<file path="src/rtl/core/gics_pkg.sv">
// shared constants and codes for the grid inverse-cdf sampler
`default_nettype none

package gics_pkg;

  // operation codes carried in the input tuser
  localparam logic [1:0] OP_LOAD   = 2'd0;
  localparam logic [1:0] OP_SAMPLE = 2'd1;
  localparam logic [1:0] OP_CLEAR  = 2'd2;

  // fixed field widths
  localparam int OP_W        = 2;
  localparam int DATA_W      = 32;
  localparam int POS_W       = 37;
  localparam int IN_TDATA_W  = 64;
  localparam int OUT_TDATA_W = 144;

  // shared multiplier: signed operands, low product bits kept
  localparam int MUL_W  = 33;
  localparam int PROD_W = 64;

endpackage : gics_pkg

`default_nettype wire

</file>
<file path="src/rtl/core/gics_mul.sv">
// shared signed multiplier with registered product
`default_nettype none

module gics_mul (
  input  wire logic                                clk,
  input  wire logic signed [gics_pkg::MUL_W-1:0]   mul_a,
  input  wire logic signed [gics_pkg::MUL_W-1:0]   mul_b,
  output logic         [gics_pkg::PROD_W-1:0]      mul_p
);

  logic signed [2*gics_pkg::MUL_W-1:0] prod;
  logic        [gics_pkg::PROD_W-1:0]  prod_r;

  // full signed product, low bits registered
  assign prod = mul_a * mul_b;

  always_ff @(posedge clk) begin
    prod_r <= prod[gics_pkg::PROD_W-1:0];
  end

  assign mul_p = prod_r;

endmodule : gics_mul

`default_nettype wire

</file>
<file path="config.mk">
export PLATFORM = sky130hd
export DESIGN_NAME = gics_mul
export DESIGN_NICKNAME = d
export VERILOG_FILES = /design/src/rtl/core/gics_pkg.sv /design/src/rtl/core/gics_mul.sv
export SDC_FILE = /design/constraint.sdc
export NUM_CORES = 2
export LEC_CHECK = 0
export ABC_CLOCK_PERIOD_IN_PS = 11650
export BUFFER_PORTS_ARGS = -buffer_cell sky130_fd_sc_hd__buf_2
export CORE_MARGIN = 2
export CORE_UTILIZATION = 35
export DETAILED_ROUTE_END_ITERATION = 7
export GPL_TIMING_DRIVEN = 0
export HOLD_SLACK_MARGIN = 0.08
export SYNTH_ARGS = -nofsm -noshare
export SYNTH_HDL_FRONTEND = slang
export SYNTH_SLANG_ARGS = --single-unit
export TNS_END_PERCENT = 5
</file>
<file path="constraint.sdc">
create_clock -name clk -period 11.65 [get_ports clk]
set_input_delay 1.7475 -clock clk [delete_from_list [all_inputs] [get_ports clk]]
set_output_delay 1.7475 -clock clk [all_outputs]
set_load 0.01 [all_outputs]
</file>
Word level (Yosys, flattened, before mapping)
Cells that the tools add are included.
- input bits: 67
- output and inout bits: 64
- logic and storage cells: 2
- flip-flop bits (word level): 64
- $mul: 1
- operator list (cell ; count):
    multiplier 33 x 33 -> 64 bit ; 1

Longest topological paths before layout
- word-level depth: 1
- gate-level depth with buffers: 28
- mapped depth without buffers: 26

Least setup slack after synthesis
No wires, ideal clock.
- path type: input port to flip-flop
- start: in mul_a[32] (netlist bit)
- end: reg prod_r, in the netlist mul_p[63]
- stages: 24
- path slack: 2638 ps
- buffers on the path: 1
- library setup time: 72 ps
- arrival: 8939 ps
- data required time: 11578 ps
- cells stage by stage: clkbuf_1 -> nand2_1 -> inv_1 -> fa_1 -> fa_1 -> fa_1 -> inv_1 -> fa_1 -> inv_1 -> fa_1 -> fa_1 -> fa_1 -> inv_1 -> fa_1 -> inv_1 -> ha_1 -> a21o_1 -> a21o_1 -> a21oi_1 -> nand2_1 -> o31ai_1 -> o211ai_1 -> a21oi_1 -> xnor2_1
- cells in the longest elaborated chain, start to end: 1
- ends and longest elaborated chain (what ; RTL line ; source):
    start: declaration ; gics_mul.sv:6 ; input wire logic signed [gics_pkg::MUL_W-1:0] mul_a,
    multiplier 33 x 33 -> 64 bit ; gics_mul.sv:15 ; assign prod = mul_a * mul_b;
    named net prod (one bit) ; gics_mul.sv:11 ; logic signed [2*gics_pkg::MUL_W-1:0] prod;
    end signal: assignment ; gics_mul.sv:18 ; prod_r <= prod[gics_pkg::PROD_W-1:0];
    end: declaration ; gics_mul.sv:12 ; logic [gics_pkg::PROD_W-1:0] prod_r;
The timed path passes the listed nets, and every way through them passes these cells.

Final worst setup path
- start: in mul_b[9] (netlist bit)
- end: reg prod_r, in the netlist mul_p[60]
- cells in the longest elaborated chain, start to end: 1
- ends and longest elaborated chain (what ; RTL line ; source):
    start: declaration ; gics_mul.sv:7 ; input wire logic signed [gics_pkg::MUL_W-1:0] mul_b,
    multiplier 33 x 33 -> 64 bit ; gics_mul.sv:15 ;
    named net prod (one bit) ; gics_mul.sv:11 ;
The timed path passes the listed nets, and every way through them passes these cells.

==> results.sh <==
export IMPL_drt_total_wl_um=147000
export IMPL_rsz0062_at_grt="no"
export IMPL_timing_fmax_mhz=88.8
export IMPL_path_clk_slew_ns=0.06
export IMPL_yosys_top_cells_area="fa_1 (57%), inv_1 (10%), and2_1 (8.7%)"
export IMPL_place_ws_ns=0.0943
export IMPL_post_cts_buffers=0
export IMPL_syn_area_mm2=0.0395
export IMPL_numCtsBuffers=9
export IMPL_clock_sinks=64
export IMPL_largest_reg_flops=64
export IMPL_relSlewSlack=0.158
export IMPL_tightest_slew_ns=1.26
export IMPL_grt_start_max_net_pins=25
export IMPL_synth_enable_flop_cells=0
export IMPL_setup_slack_ns=0.390
export IMPL_ant_nets=0
export IMPL_yosysMostFrequentCell="fa_1"
export IMPL_grtUsageTotal=0.259
export IMPL_die_y_um=340
export IMPL_first_pass_iters=5
export IMPL_vias=29890
export IMPL_min_to="mul_p[0]$_DFF_P_"
export IMPL_cts_root_buf="clkbuf_16"
export IMPL_synth_distinct_cells=57
export IMPL_synthTopCellsByCount="fa_1 (1125), inv_1 (1086), and2_1 (548), nand2_1 (547), clkbuf_1 (222)"
export IMPL_tns_ns=0
export IMPL_setup_violations=0
export IMPL_die_area_mm2=0.116
export IMPL_synthArstFlopShare=0
export IMPL_syn_nets=5611
export IMPL_hold_viol=0
export IMPL_cts_tree="built"
export IMPL_clk_path_buf_depth=2
export IMPL_place_congestion=1.01
export IMPL_port_buffers=130
export IMPL_yosysSeqAreaShare=0.0324
export IMPL_synth_top_area_share=0.570
export IMPL_fin_nets=5752
export IMPL_start_util=0.352
export IMPL_drv_slew=0
export IMPL_num_rows=123
export IMPL_critPathKind="primary input to flop"
export IMPL_ys_warnings_count=0
export IMPL_wl_per_cell_um=25.0
export IMPL_crit_path_start_kind="primary input"
export IMPL_endpoint_kind="flop"
export IMPL_period_share=0.967
export IMPL_ctsHtreeMaxLevel=3
export IMPL_hold_path_depth=2
export IMPL_cap_violations=0
export IMPL_crit_fanout=10
export IMPL_outcome="finished clean"
export IMPL_synth_flop_cell="dfxtp_1"
export IMPL_coreArea_mm2=0.112
export IMPL_syn2layout_area_growth_pct=7.15
export IMPL_min_path_type="primary input to flop"
export IMPL_yosys_area_top_type="fa_1"
export IMPL_overflow=0
export IMPL_post_cts_resized=0
export IMPL_synth_avg_cell_area_um2=9.40
export IMPL_grt_pass1_vias=32207
export IMPL_antenna_found_initial=32
export IMPL_via_per_inst=5.10
export IMPL_cts_hold_buf=0
export IMPL_final_min_clock_period_ns=11.26
export IMPL_synth_seq_cells=64
export IMPL_crit_arrival_ns=11.56
export IMPL_cp_data_required_time_ns=11.95
export IMPL_min_from="mul_a[0]"
export IMPL_syn_inst=4207
export IMPL_drcViolationCount=0
export IMPL_drive_above_1_share=0.0347
export IMPL_pin_count=131
export IMPL_drt_initial_drc_count=2530
export IMPL_hpwl_um=125000
export IMPL_fp_dieW_um=340
export IMPL_grt_pass1_wl_um=215000
through the flow:
| stage | utilization | hold slack (ns) | std cells | instance area (µm²) |
|---|---|---|---|---|
| floorplan | - | 1.87 | 4207 | 39500 |
| finish | 0.377 | 1.71 | 5866 | 42400 |
| global placement | 0.374 | 2.08 | 5837 | 42100 |
| CTS | 0.377 | 1.66 | 5852 | 42300 |
| detailed placement | 0.374 | 2.08 | 5837 | 42100 |
| global route | 0.377 | 1.70 | 5854 | 42300 |
layout make-up:
cell class | count | area [µm²]
Sequential cell | 64 | 1280
Inverter | 1086 | 4080
Clock buffer | 12 | 246
Timing Repair Buffer | 130 | 651
Clock inverter | 3 | 18.8
Antenna cell | 14 | 35.0
Fill cell | 11605 | 70000
Multi-Input combinational cell | 2835 | 33400
Buffer | 222 | 833
Tap cell | 1500 | 1880
cells by family (layout without fill, tap and decap cells):
| kind of cell | count (synthesis) | after routing | share of synthesized area |
|---|---|---|---|
| AO/OA/AOI/OAI | 200 | 200 | 0.0325 |
| multiplexers | 1 | 1 | 0.000253 |
| other | 0 | 14 | 0 |
| AND/OR/NAND/NOR | 1221 | 1221 | 0.157 |
| adder cells (fa/ha/maj) | 1337 | 1337 | 0.637 |
| flip-flops | 64 | 64 | 0.0324 |
| XOR/XNOR | 76 | 76 | 0.0168 |
| buffers and inverters | 1308 | 1453 | 0.124 |
worst max-delay path, stage by stage:
cell and delay (ns):
buf_2 0.29, clkbuf_1 0.92, nand2_1 0.22, fa_1 0.57, fa_1 0.55, fa_1 0.55, inv_1 0.05, fa_1 0.50
inv_1 0.06, fa_1 0.54, inv_1 0.05, fa_1 0.47, fa_1 0.51, inv_1 0.05, fa_1 0.47, inv_1 0.05
ha_1 0.32, clkbuf_1 0.25, a211oi_1 0.27, o21ai_0 0.17, a221oi_1 0.96, o2bb2ai_1 0.33, nor3b_2 0.60, o211ai_1 0.38
a211o_1 0.41, o311ai_2 0.25
how the worst max path moves through the flow:
stage	startpoint	end
6_report	mul_b[9]	mul_p[60]$_DFF_P_
5_1_grt	mul_a[32]	mul_p[60]$_DFF_P_
4_1_cts	mul_a[32]	mul_p[60]$_DFF_P_
3_5_place_dp	mul_b[1]	mul_p[60]$_DFF_P_
3_3_place_gp	mul_b[1]	mul_p[60]$_DFF_P_
2_1_floorplan	mul_a[32]	mul_p[63]$_DFF_P_
cells in the final DEF, fill, tap and decap left out, types with 3 or more instances in the layout:
cell type,instances
a211oi_1,8
a21boi_0,3
a21o_1,18
a21oi_1,69
a31oi_1,6
and2_1,548
and3_1,6
and4_1,4
buf_2,130
clkbuf_1,224
clkbuf_16,9
dfxtp_1,64
diode_2,14
fa_1,1125
ha_1,212
inv_1,1086
nand2_1,547
nand2b_1,9
nand3_1,18
nand4_1,12
nor2_1,18
nor2b_1,32
nor3_1,11
nor4_1,4
o211ai_1,7
o21a_1,18
o21ai_0,29
o21ai_1,6
o21bai_1,7
o31ai_1,4
or3_1,4
xnor2_1,55
xor2_1,21
metal layers:
metal / part of all wire / global-route usage / vias to the layer above / wire length, µm
met1: 0.38 / 0.333 / 15670 / 55900
li1: - / - / 12240 / -
met4: 0.072 / 0.155 / 16 / 10500
met3: 0.097 / 0.0562 / 423 / 14300
met5: 0.00075 / 0 / - / 110
met2: 0.45 / 0.404 / 1541 / 66100
Power is left out: the tool's default activity adds up to more than one toggle a clock period on the data nets, which glitch-free logic cannot reach.
